`config.mk`:
```
export PLATFORM = sky130hd
export DESIGN_NAME = rotating_playfair_digraph_cipher
export DESIGN_NICKNAME = d
export VERILOG_FILES = /design/src/pfr_pkg.sv /design/src/pfr_builder.sv /design/src/pfr_lane.sv /design/src/pfr_merge.sv /design/src/rotating_playfair_digraph_cipher.sv
export SDC_FILE = /design/constraint.sdc
export NUM_CORES = 2
export LEC_CHECK = 0
export ABC_AREA = 1
export BUFFER_PORTS_ARGS = -buffer_cell sky130_fd_sc_hd__buf_2
export CAP_MARGIN = 10
export CORE_MARGIN = 3
export CORE_UTILIZATION = 25
export CTS_CLUSTER_SIZE = 24
export DETAILED_ROUTE_END_ITERATION = 16
export GPL_TIMING_DRIVEN = 1
export PLACE_DENSITY = 0.5
export SLEW_MARGIN = 10
export SYNTH_ARGS = -nofsm -noshare
export SYNTH_HDL_FRONTEND = slang
export SYNTH_HIERARCHICAL = 1
export SYNTH_SLANG_ARGS = --single-unit
```
`constraint.sdc`:
```
create_clock -name clock -period 5.6 [get_ports clock]
set_input_delay 0.28 -clock clock [delete_from_list [all_inputs] [get_ports clock]]
set_output_delay 0.28 -clock clock [all_outputs]
set_load 0.05 [all_outputs]
```
`src/pfr_pkg.sv`:
```
// ---------------------------------------------------------------------------
// Rotating Playfair package
// Shared types, codes, reset values and square fill tables.
// ---------------------------------------------------------------------------
package pfr_pkg;

   localparam int SIDE = 5;
   localparam int CELLS = 25;
   localparam int KEY_COUNT = 25;
   localparam int KEY_BITS = 125;
   localparam int CSR_WIDTH = 45;

   typedef logic [4:0] pfr_letter_type;
   typedef logic [SIDE-1:0] pfr_onehot_type;

   localparam pfr_letter_type LETTER_I = 5'd8;
   localparam pfr_letter_type LETTER_J = 5'd9;
   localparam pfr_letter_type LETTER_Z = 5'd25;

   typedef enum logic [1:0] {
      CMD_RESTART = 2'd0,
      CMD_ENCRYPT = 2'd1,
      CMD_DECRYPT = 2'd2
   } pfr_command_type;

   typedef enum logic [2:0] {
      CSR_KEY_FIRST  = 3'd0,
      CSR_KEY_MIDDLE = 3'd1,
      CSR_KEY_LAST   = 3'd2,
      CSR_FILL_ORDER = 3'd3,
      CSR_PERIOD     = 3'd4
   } pfr_csr_type;

   typedef enum logic [1:0] {
      ORDER_ROW    = 2'd0,
      ORDER_COLUMN = 2'd1,
      ORDER_SPIRAL = 2'd2
   } pfr_order_type;

   localparam logic [44:0] KEY_FIRST_RESET  = 45'd1103318704266;
   localparam logic [44:0] KEY_MIDDLE_RESET = 45'd16952613640354;
   localparam logic [34:0] KEY_LAST_RESET   = 35'd27637993040;
   localparam logic [9:0]  PERIOD_RESET     = 10'd5;

   localparam pfr_letter_type COLUMN_SLOT [CELLS] = '{
      5'd0, 5'd5, 5'd10, 5'd15, 5'd20,
      5'd1, 5'd6, 5'd11, 5'd16, 5'd21,
      5'd2, 5'd7, 5'd12, 5'd17, 5'd22,
      5'd3, 5'd8, 5'd13, 5'd18, 5'd23,
      5'd4, 5'd9, 5'd14, 5'd19, 5'd24
   };

   localparam pfr_letter_type SPIRAL_SLOT [CELLS] = '{
      5'd0, 5'd1, 5'd2, 5'd3, 5'd4,
      5'd9, 5'd14, 5'd19, 5'd24, 5'd23,
      5'd22, 5'd21, 5'd20, 5'd15, 5'd10,
      5'd5, 5'd6, 5'd7, 5'd8, 5'd13,
      5'd18, 5'd17, 5'd16, 5'd11, 5'd12
   };

   typedef struct packed {
      logic           wr;
      pfr_letter_type slot;
      pfr_letter_type letter;
   } pfr_fill_type;

   typedef struct packed {
      pfr_onehot_type row1;
      pfr_onehot_type col1;
      pfr_onehot_type row2;
      pfr_onehot_type col2;
   } pfr_target_type;

   function automatic pfr_letter_type fill_slot(input logic [1:0] order,
                                                input pfr_letter_type index);
      pfr_letter_type slot;
      unique case (order)
         ORDER_ROW:    slot = index;
         ORDER_COLUMN: slot = COLUMN_SLOT[index];
         default:      slot = SPIRAL_SLOT[index];
      endcase
      return slot;
   endfunction

   // Moves a one-hot position by one place, forward or backward, around five.
   function automatic pfr_onehot_type shift_onehot(input pfr_onehot_type pos,
                                                   input logic backward);
      pfr_onehot_type moved;
      if (backward) begin
         moved = {pos[0], pos[SIDE-1:1]};
      end else begin
         moved = {pos[SIDE-2:0], pos[SIDE-1]};
      end
      return moved;
   endfunction

endpackage

```
`src/pfr_builder.sv`:
```
// ---------------------------------------------------------------------------
// Square builder
// Walks the key letters and then the alphabet, one letter a cycle, and
// places each new letter in the next slot of the selected fill order.
// ---------------------------------------------------------------------------
module pfr_builder (
   input  logic                            clock,
   input  logic                            reset,
   input  logic                            start,
   input  logic [pfr_pkg::KEY_BITS-1:0]    start_keys,
   input  logic [1:0]                      start_order,
   output logic                            busy,
   output pfr_pkg::pfr_fill_type           fill
);
   import pfr_pkg::*;

   localparam int LAST_STEP = KEY_COUNT + 26 - 1;

   logic                busy_ff, busy_in;
   logic [5:0]          step_ff, step_in;
   logic [4:0]          count_ff, count_in;
   logic [25:0]         used_ff, used_in;
   logic [KEY_BITS-1:0] keys_ff, keys_in;
   logic [1:0]          order_ff, order_in;

   logic           from_key;
   pfr_letter_type raw;
   pfr_letter_type code;
   logic           seen;
   logic           take;

   always_comb begin
      from_key = step_ff < 6'(KEY_COUNT);
      raw = from_key ? keys_ff[4:0] : 5'(step_ff - 6'(KEY_COUNT));
      code = (from_key && raw == LETTER_J) ? LETTER_I : raw;
      seen = 1'b0;
      if (code <= LETTER_Z) begin
         seen = used_ff[code];
      end
      take = busy_ff && (code <= LETTER_Z) && !seen && !(!from_key && raw == LETTER_J)
             && (count_ff < 5'(CELLS));

      fill.wr = take;
      fill.slot = fill_slot(order_ff, count_ff);
      fill.letter = code;

      busy_in = busy_ff;
      step_in = step_ff;
      count_in = count_ff;
      used_in = used_ff;
      keys_in = keys_ff;
      order_in = order_ff;
      if (start) begin
         busy_in = 1'b1;
         step_in = '0;
         count_in = '0;
         used_in = '0;
         keys_in = start_keys;
         order_in = start_order;
      end else if (busy_ff) begin
         keys_in = keys_ff >> 5;
         step_in = step_ff + 6'd1;
         if (take) begin
            used_in[code] = 1'b1;
            count_in = count_ff + 5'd1;
         end
         if (step_ff == 6'(LAST_STEP)) begin
            busy_in = 1'b0;
         end
      end
   end

   always_ff @(posedge clock) begin
      if (reset) begin
         busy_ff <= 1'b1;
         step_ff <= '0;
         count_ff <= '0;
         used_ff <= '0;
         keys_ff <= {KEY_LAST_RESET, KEY_MIDDLE_RESET, KEY_FIRST_RESET};
         order_ff <= ORDER_ROW;
      end else begin
         busy_ff <= busy_in;
         step_ff <= step_in;
         count_ff <= count_in;
         used_ff <= used_in;
         keys_ff <= keys_in;
         order_ff <= order_in;
      end
   end

   assign busy = busy_ff;

endmodule

```
`src/pfr_lane.sv`:
```
// ---------------------------------------------------------------------------
// Square lane
// One cell of the square: matches both digraph letters and offers its
// letter when it is chosen as an output position.
// ---------------------------------------------------------------------------
module pfr_lane (
   input  pfr_pkg::pfr_letter_type letter,
   input  pfr_pkg::pfr_letter_type first_in,
   input  pfr_pkg::pfr_letter_type second_in,
   input  logic                    pick_first,
   input  logic                    pick_second,
   output logic                    hit_first,
   output logic                    hit_second,
   output pfr_pkg::pfr_letter_type first_pick,
   output pfr_pkg::pfr_letter_type second_pick
);
   import pfr_pkg::*;

   assign hit_first = letter == first_in;
   assign hit_second = letter == second_in;
   assign first_pick = pick_first ? letter : '0;
   assign second_pick = pick_second ? letter : '0;

endmodule

```
`src/pfr_merge.sv`:
```
// ---------------------------------------------------------------------------
// Lane merge
// Reduces the lane matches to row and column positions, applies the
// same-row, same-column or rectangle rule and collects the chosen letters.
// ---------------------------------------------------------------------------
module pfr_merge (
   input  logic [pfr_pkg::CELLS-1:0]                         hit_first,
   input  logic [pfr_pkg::CELLS-1:0]                         hit_second,
   input  logic                                              decrypt,
   input  pfr_pkg::pfr_letter_type [pfr_pkg::CELLS-1:0]      first_picks,
   input  pfr_pkg::pfr_letter_type [pfr_pkg::CELLS-1:0]      second_picks,
   output pfr_pkg::pfr_target_type                           target,
   output pfr_pkg::pfr_letter_type                           first_out,
   output pfr_pkg::pfr_letter_type                           second_out
);
   import pfr_pkg::*;

   pfr_onehot_type row1, col1, row2, col2;

   always_comb begin
      row1 = '0;
      col1 = '0;
      row2 = '0;
      col2 = '0;
      for (int r = 0; r < SIDE; r++) begin
         for (int c = 0; c < SIDE; c++) begin
            row1[r] = row1[r] | hit_first[r*SIDE + c];
            col1[c] = col1[c] | hit_first[r*SIDE + c];
            row2[r] = row2[r] | hit_second[r*SIDE + c];
            col2[c] = col2[c] | hit_second[r*SIDE + c];
         end
      end

      priority if (row1 == row2) begin
         target.row1 = row1;
         target.col1 = shift_onehot(col1, decrypt);
         target.row2 = row2;
         target.col2 = shift_onehot(col2, decrypt);
      end else if (col1 == col2) begin
         target.row1 = shift_onehot(row1, decrypt);
         target.col1 = col1;
         target.row2 = shift_onehot(row2, decrypt);
         target.col2 = col2;
      end else begin
         target.row1 = row1;
         target.col1 = col2;
         target.row2 = row2;
         target.col2 = col1;
      end

      first_out = '0;
      second_out = '0;
      for (int k = 0; k < CELLS; k++) begin
         first_out = first_out | first_picks[k];
         second_out = second_out | second_picks[k];
      end
   end

endmodule

```
`src/rotating_playfair_digraph_cipher.sv`:
```
// ---------------------------------------------------------------------------
// Rotating Playfair digraph cipher
// Playfair cipher on a 5x5 square whose rows rotate every few digraphs.
// ---------------------------------------------------------------------------
// An encrypt or decrypt item is taken every cycle while no build runs and the
// skid register is empty; its result is registered in the output register, or
// in the skid register while the output waits, so a two-deep output stage
// takes one more item while a result waits. The square lives in flip-flops and
// each of its 25 cells is a lane that matches and selects letters in parallel,
// so the lookup, substitution and row rotation all finish combinationally. A
// restart item hands the square to the builder, which takes one letter per
// cycle over 25 key letters and 26 alphabet codes: input is held off while it
// runs after a restart or reset, while configuration writes are still taken.
module rotating_playfair_digraph_cipher #(
   parameter int MAX_PERIOD = 1000
) (
   input  logic                             clock,
   input  logic                             reset,
   input  logic                             req_tvalid,
   output logic                             req_tready,
   input  logic [15:0]                      req_tdata,  // first_letter, second_letter
   input  logic [1:0]                       req_tuser,  // command
   output logic                             rsp_tvalid,
   input  logic                             rsp_tready,
   output logic [15:0]                      rsp_tdata,  // first_out, second_out, rotated
   input  logic                             csr_we,
   input  logic [2:0]                       csr_index,
   input  logic [pfr_pkg::CSR_WIDTH-1:0]    csr_wdata
);
   import pfr_pkg::*;

   localparam int PERIOD_CAP = (MAX_PERIOD < 1023) ? MAX_PERIOD : 1023;
   localparam int CW = (PERIOD_CAP < 2) ? 1 : $clog2(PERIOD_CAP + 1);

   logic [44:0] key_first_ff;
   logic [44:0] key_middle_ff;
   logic [34:0] key_last_ff;
   logic [1:0]  fill_order_ff;
   logic [9:0]  period_ff;

   pfr_letter_type square_ff [CELLS];
   logic [CW-1:0]  count_ff, count_in;
   logic [2:0]     step_ff, step_in;

   logic [10:0] out_ff, skid_ff;
   logic        out_valid_ff, skid_valid_ff;

   logic           accept, restart, digraph, rotate_now;
   logic           build_busy;
   pfr_fill_type   fill;
   pfr_letter_type first_in, second_in;
   logic [CW-1:0]  period_eff;
   logic [CW:0]    count_next;
   pfr_letter_type rotated_square [CELLS];
   logic [2:0]     row_shift [SIDE];

   logic [CELLS-1:0]                 hit_first, hit_second;
   logic [CELLS-1:0]                 pick_first, pick_second;
   pfr_letter_type [CELLS-1:0]       first_picks, second_picks;
   pfr_target_type                   target;
   pfr_letter_type                   first_out, second_out;
   logic [10:0]                      result;

   function automatic pfr_letter_type norm_letter(input pfr_letter_type code);
      pfr_letter_type norm;
      norm = (code > LETTER_Z) ? LETTER_Z : code;
      if (norm == LETTER_J) begin
         norm = LETTER_I;
      end
      return norm;
   endfunction

   assign req_tready = !build_busy && !skid_valid_ff;
   assign accept = req_tvalid && req_tready;
   assign restart = accept && (req_tuser == CMD_RESTART);
   assign digraph = accept && ((req_tuser == CMD_ENCRYPT) || (req_tuser == CMD_DECRYPT));
   assign first_in = norm_letter(req_tdata[4:0]);
   assign second_in = norm_letter(req_tdata[9:5]);

   pfr_builder u_builder (
      .clock       (clock),
      .reset       (reset),
      .start       (restart),
      .start_keys  ({key_last_ff, key_middle_ff, key_first_ff}),
      .start_order (fill_order_ff),
      .busy        (build_busy),
      .fill        (fill)
   );

   for (genvar k = 0; k < CELLS; k++) begin : g_lane
      assign pick_first[k] = target.row1[k / SIDE] & target.col1[k % SIDE];
      assign pick_second[k] = target.row2[k / SIDE] & target.col2[k % SIDE];
      pfr_lane u_lane (
         .letter      (square_ff[k]),
         .first_in    (first_in),
         .second_in   (second_in),
         .pick_first  (pick_first[k]),
         .pick_second (pick_second[k]),
         .hit_first   (hit_first[k]),
         .hit_second  (hit_second[k]),
         .first_pick  (first_picks[k]),
         .second_pick (second_picks[k])
      );
   end

   pfr_merge u_merge (
      .hit_first    (hit_first),
      .hit_second   (hit_second),
      .decrypt      (req_tuser == CMD_DECRYPT),
      .first_picks  (first_picks),
      .second_picks (second_picks),
      .target       (target),
      .first_out    (first_out),
      .second_out   (second_out)
   );

   always_comb begin
      if (period_ff == '0) begin
         period_eff = CW'(1);
      end else if (32'(period_ff) > MAX_PERIOD) begin
         period_eff = CW'(MAX_PERIOD);
      end else begin
         period_eff = CW'(period_ff);
      end
      count_next = {1'b0, count_ff} + (CW+1)'(1);
      rotate_now = count_next >= {1'b0, period_eff};

      count_in = count_ff;
      step_in = step_ff;
      if (restart) begin
         count_in = '0;
         step_in = '0;
      end else if (digraph) begin
         if (rotate_now) begin
            count_in = '0;
            step_in = (step_ff == 3'd4) ? 3'd0 : step_ff + 3'd1;
         end else begin
            count_in = count_next[CW-1:0];
         end
      end
      result = {rotate_now, second_out, first_out};
   end

   for (genvar r = 0; r < SIDE; r++) begin : g_row
      logic [3:0] shift_sum;
      assign shift_sum = 4'(step_in) + 4'(r);
      assign row_shift[r] = (shift_sum >= 4'd5) ? 3'(shift_sum - 4'd5) : shift_sum[2:0];
      for (genvar c = 0; c < SIDE; c++) begin : g_col
         always_comb begin
            rotated_square[r*SIDE + c] = square_ff[r*SIDE + c];
            for (int s = 0; s < SIDE; s++) begin
               if (row_shift[r] == 3'(s)) begin
                  rotated_square[r*SIDE + c] = square_ff[r*SIDE + ((c + s) % SIDE)];
               end
            end
         end
      end
   end

   always_ff @(posedge clock) begin
      if (reset) begin
         key_first_ff <= KEY_FIRST_RESET;
         key_middle_ff <= KEY_MIDDLE_RESET;
         key_last_ff <= KEY_LAST_RESET;
         fill_order_ff <= ORDER_ROW;
         period_ff <= PERIOD_RESET;
      end else if (csr_we) begin
         unique case (csr_index)
            CSR_KEY_FIRST:  key_first_ff <= csr_wdata[44:0];
            CSR_KEY_MIDDLE: key_middle_ff <= csr_wdata[44:0];
            CSR_KEY_LAST:   key_last_ff <= csr_wdata[34:0];
            CSR_FILL_ORDER: fill_order_ff <= csr_wdata[1:0];
            CSR_PERIOD:     period_ff <= csr_wdata[9:0];
            default: ;
         endcase
      end
   end

   always_ff @(posedge clock) begin
      if (fill.wr) begin
         square_ff[fill.slot] <= fill.letter;
      end else if (digraph && rotate_now) begin
         square_ff <= rotated_square;
      end
   end

   always_ff @(posedge clock) begin
      if (reset) begin
         count_ff <= '0;
         step_ff <= '0;
      end else begin
         count_ff <= count_in;
         step_ff <= step_in;
      end
   end

   always_ff @(posedge clock) begin
      if (reset) begin
         out_valid_ff <= 1'b0;
         skid_valid_ff <= 1'b0;
      end else if (!out_valid_ff || rsp_tready) begin
         if (skid_valid_ff) begin
            out_valid_ff <= 1'b1;
            skid_valid_ff <= 1'b0;
         end else begin
            out_valid_ff <= digraph;
         end
      end else if (digraph) begin
         skid_valid_ff <= 1'b1;
      end
   end

   always_ff @(posedge clock) begin
      if (!out_valid_ff || rsp_tready) begin
         out_ff <= skid_valid_ff ? skid_ff : result;
      end else if (digraph) begin
         skid_ff <= result;
      end
   end

   assign rsp_tvalid = out_valid_ff;
   assign rsp_tdata = {5'b0, out_ff};

endmodule

```
**Word-level counts from Yosys, hierarchy flattened**

Memories as Yosys holds them, arrays and structs flattened.
Cells that the tools add are included.

- Add/subtract/negate cells: 14
- $lt $le $gt $ge: 17
- Eq/ne operators: 84
- Multiplexer cells: 195
- Bitwise operators: 182
- Reductions and logical operators: 46

Operator list:

| kind | count |
|---|---|
| two-way mux 5 bit | 165 |
| two-way mux 125 bit | 4 |
| == test 5 bit | 52 |
| bitwise OR 5 bit | 48 |
| bitwise mux 125 bit | 1 |
| bitwise OR 1 bit | 80 |
| bitwise AND 1 bit | 50 |
| two-way mux 20 bit | 2 |
| == test 3 x 2 -> 1 bit, second input constant | 12 |
| two-way mux 10 bit | 3 |
| two-way mux 3 bit | 9 |
| bitwise OR 26 bit | 1 |
| demux 5 bit (select 5 bit) | 1 |
| nonzero test 5 bit | 5 |
| AND reduction 2 bit | 12 |
| == test 3 bit, second input constant | 7 |
| == test 3 x 1 -> 1 bit, second input constant | 6 |
| greater-or-equal comparator 4 x 3 -> 1 bit, second input constant | 4 |
| == test 5 x 4 -> 1 bit, second input constant | 3 |
| subtractor 3 bit, second input constant | 5 |
| logical AND 1 bit | 13 |
| greater-or-equal comparator 6 bit, second input constant | 2 |
| inverter 5 -> 6 bit | 2 |
| adder 10 x 1 -> 11 bit, second input constant | 1 |
| other kinds (33) | 50 |

- Flip-flop bits (word level): 464
- Memory bits (read-only): 320
- Input port bits: 71
- Output and inout bits: 18
- Word-level logic and storage cells: 582
- Memories: 2

Memories:

| memory | words | width | rd ports | clocked after Yosys merged registers in | write ports | line | RTL |
|---|---|---|---|---|---|---|---|
| (no name shown) | 32 | 5 | 1 | 0 | 0 | pfr_pkg.sv:79 | `ORDER_COLUMN: slot = COLUMN_SLOT[index];` |
| (no name shown) | 32 | 5 | 1 | 0 | 0 | pfr_pkg.sv:80 | `default: slot = SPIRAL_SLOT[index];` |

**Logic depth before layout (Yosys ltp)**

- Depth in word-level cells: 39
- Mapped depth: 33
- Mapped depth without buffers: 31

**Cells and area by module**

Netlist, hierarchy kept.

Modules (own cells, without submodules):

| module | instances | cells each | area an instance (um^2) | sequential area each (um^2) |
|---|---|---|---|---|
| rotating_playfair_digraph_cipher | 1 | 2850 | 18642.9 | 7457.2 |
| pfr_builder | 1 | 1007 | 7399.6 | 3303.2 |
| pfr_lane | 25 | 50 | 220.2 | 0.0 |
| pfr_merge | 1 | 387 | 1741.7 | 0.0 |

**Least setup slack after synthesis**

No wires, ideal clock.

- Kind: input to register
- Start point: input req_tdata[2]
- End point: register out_ff[0], data pin
- Setup time: 0.253 ns
- Arrival time: 5.162 ns
- Required time: 5.347 ns
- Setup slack: 0.185 ns
- Stages: 27
- Buffers on the path: 1
- Path through: inv_1 > a21oi_1 > nor2_1 > o32a_1 > xnor2_1 > nand2_1 > nor2_1 > nor2_1 > nand3_1 > inv_1 > nand2_1 > nand2_1 > inv_1 > nand2_1 > nor2_1 > buf_2 > o21ai_0 > nand2_1 > inv_1 > nand2_1 > inv_1 > nor4_1 > nand2_1 > nor2_1 > nand4_1 > nand2_1 > nand2_1

RTL lines:

| element | line | RTL |
|---|---|---|
| from (decl) | rotating_playfair_digraph_cipher.sv:21 | `input logic [15:0] req_tdata,` |
| to (signal assigned) | rotating_playfair_digraph_cipher.sv:215 | `out_ff <= skid_valid_ff ? skid_ff : result;` |
| to (decl) | rotating_playfair_digraph_cipher.sv:45 | `logic [10:0] out_ff, skid_ff;` |

==> impl_metrics.ini <==
[worst_setup_path]
worst-setup-path-type = flop to flop
cp.required_ps = 5900
end_kind = flop
start_kind = flop
path_cells = nand3_1, nor4_1, nand3_1, nor2_1, xor2_1, ha_1, a21oi_1, nand3_4, nand3_1, nand3_2, inv_1, ha_1, inv_1, fa_1, a21oi_1, xor2_2, nor2_2, nand2_2, nand2_1, o21ai_1, a21oi_1
worstPathArrival_ps = 5450
crit_path_max_fanout = 7
slowest_stage = a21oi_1
reg2regPathDepth = 21
slowest_delay_ps = 510

[synth]
synth-edff-count = 147
synth_cells = 5494
synth_area_sq_um = 33290
syn_area_per_cell_sq_um = 6.059
yosys_warnings = 6
synth_ff_type = dfxtp_1
ys_seq_elements = 464
yosysUniqueCellTypes = 58
synthArstFlopShare_pct = 0
ys_seq_area_share_pct = 32.32

[outcome]
outcome = finished, final reports clean

[sta]
rsz0062_at_grt = yes
period_share_pct = 92.03
hold_viol = 0
drv_slew = 0
setup_ws_ps = 446.3
tightest_slew_ps = 1100
final-setup-viol-count = 0
max_freq_mhz = 194.0
fin_skew_ps = 62.84
slew_headroom_pct = 26.70
period_minus_slack_ps = 5154

[pwr]
seq_power_share_pct = 39.0
ir_drop_uv = 329.6
finalPower_mw = 11.30
swShare_pct = 37.29
power_frac_comb_pct = 27.3
p_leak_nw = 20.31
pwr_density_cell_nw_per_um2 = 294.4
netSwitchingPower_mw = 4.216
p_clk_share_pct = 33.7
p_int_mw = 7.088

[place]
port_buffers = 77
dp_slack_ps = 459.0
place_hpwl_um = 85920
gp_congestion = 0.9926

[global_route]
grt_start_max_net_pins = 105
overflow = 0
grt_first_pass_wirelength_um = 194600
track_usage_pct = 18.04
antenna_found_initial = 4
grt_pass1_vias = 31962

[die]
dieArea_sq_um = 137600
core_area_sq_um = 131800
floorplan.rows = 133
die_y_um = 370.9
die_x_um = 370.9
initial_utilization_pct = 25.26
num_io_pins = 89

[detailed_routing]
drt_wl_total_um = 126800
vias_per_cell = 4.664
wl_per_cell_um = 17.17
num_vias = 34438
drtIter0Drc = 2867
drtAntennaViolNets = 0
first_pass_iters = 6
drc_errors = 0

[clock_network]
tritoncts = done
root_buffer = clkbuf_16
post_cts_buffers = 0
cts_inserted_buffers = 57
clock_sinks = 464
clk_latency_ps = 680
clockBufferDepth = 3
path_clk_slew_ps = 60
htree_levels = 2

[worst_hold_path]
worstHoldPathType = primary input to flop
hold_depth = 3

[finish]
area_growth_pct = 15.33
drive_above_1_share_pct = 7.054
final_nets = 5687

[flow_run]
maxCapViolCount = 0
state kept, by name, summed over array words and instances, names as in the netlist:
signal	count
rsp_tvalid	1
u_builder/used_ff	26
key_middle_ff	45
key_last_ff	35
step_ff	3
fill_order_ff	2
skid_valid_ff	1
out_ff	11
period_ff	10
square_ff	125
u_builder/count_ff	5
count_ff	10
u_builder/step_ff	6
u_builder/keys_ff	125
u_builder/busy	1
skid_ff	11
u_builder/order_ff	2
key_first_ff	45
metrics by stage:
stage	area [sq um]	util [%]	setup TNS, ps	hold slack (ps)	instances
global placement	35990	27.31	0	427.7	7233
floorplan	33300	-	0	349.4	5498
detailed placement	35990	27.31	0	432.8	7233
finish	38390	29.13	0	63.26	7384
global route	38390	29.13	-56.24	66.43	7384
CTS	38380	29.12	0	48.43	7383
final timing paths:
path                              from                    to  slack, ps
setup / recovery           count_ff[2]         square_ff[50]        450
hold / removal            csr_index[1]      fill_order_ff[1]         60
setup reg to reg           count_ff[2]         square_ff[50]        450
hold reg to reg   u_builder/used_ff[9]  u_builder/used_ff[9]        440
kinds of logic (layout without fill, tap and decap cells):
family / Yosys count / in the layout / share of synthesized area [%]
other cells: 1 / 6 / 0.01126
simple gates: 3144 / 3144 / 39.09
compound gates: 534 / 534 / 9.351
fa+ha+maj: 34 / 34 / 1.300
flops: 464 / 464 / 32.32
buf+inv: 1156 / 1286 / 13.67
xor+xnor: 161 / 161 / 4.258
power by group through the flow:
stage	registers (mW)	clock network, mW	logic (mW)
final	4.41	3.81	3.09
after global routing	4.43	4.06	3.43
after CTS	4.39	3.93	3.04
after detailed placement	4.46	0	3.00
after global placement	4.46	0	2.98
after floorplan	4.24	0	1.88
per-layer routing:
layer	global-route usage, %	wire length (um)	part of all wire, %
met4	4.933	3273	2.6
met5	0.5698	120	0.095
met3	2.354	7579	6.0
met1	25.22	59250	47
met2	28.95	56540	45
synthesized netlist by cell type, drive strengths merged, types with 2 or more instances:
| library cell | instances | share of area (%) |
|---|---|---|
| clkbuf | 123 | 1.4 |
| a21oi | 160 | 2.4 |
| nand2 | 1885 | 22 |
| nor2 | 692 | 8.0 |
| o221ai | 2 | 0.053 |
| o21ai | 192 | 2.9 |
| nor3 | 73 | 1.1 |
| o32a | 2 | 0.060 |
| a22oi | 71 | 1.6 |
| or2 | 2 | 0.038 |
| a211oi | 9 | 0.20 |
| buf | 103 | 1.8 |
| edfxtp | 147 | 13 |
| and3 | 2 | 0.038 |
| ha | 33 | 1.2 |
| nand3 | 349 | 5.5 |
| a31oi | 48 | 0.90 |
| xor2 | 11 | 0.31 |
| nand4 | 83 | 1.6 |
| o211ai | 10 | 0.23 |
| o22ai | 7 | 0.13 |
| dfxtp | 317 | 19 |
| o2111ai | 22 | 0.58 |
| nor4 | 55 | 1.1 |
| xnor2 | 150 | 3.9 |
| a221oi | 5 | 0.13 |
| clkinv | 3 | 0.034 |
| inv | 927 | 10 |
| nand3b | 3 | 0.068 |
layout make-up:
cell class | count | area, sq um
repair buffers | 251 | 1907
multi-input cells | 3878 | 18080
diodes | 1 | 2.502
clock inverters | 29 | 339.1
inverters | 930 | 3500
flip-flops and latches | 464 | 10760
fillers | 14790 | 93400
well taps | 1755 | 2196
clock buffers | 76 | 1608
worst max-delay path: cells and delay by family, from the launching register on:
family / cells / cell delay (ps)
and+or+nand+nor: 10 / 1560
AOI/OAI and AO/OA: 4 / 1300
adders and majority gates: 3 / 850
DFF: 1 / 420
xor gates and xnor gates: 2 / 400
buffers and inverters: 2 / 260
timing repair:
action,4_1_cts,5_1_grt
hold buffers,45,0
endpoints found under the hold margin,129,0
resized for setup,0,1
endpoints found under the setup margin,0,4
placed cells by master, fill, tap and decap left out, types with 71 or more instances in the layout:
cell type and instances:
a21oi_1 159, a22oi_1 71, buf_4 122, nor3_1 71
edfxtp_1 147, o21ai_0 170, buf_2 76, inv_1 907
nor2_1 667, dfxtp_1 317, nand3_1 336, nand2_1 1862
xnor2_1 150, nand4_1 80
Note: power is estimated with default switching activity, not from simulation.
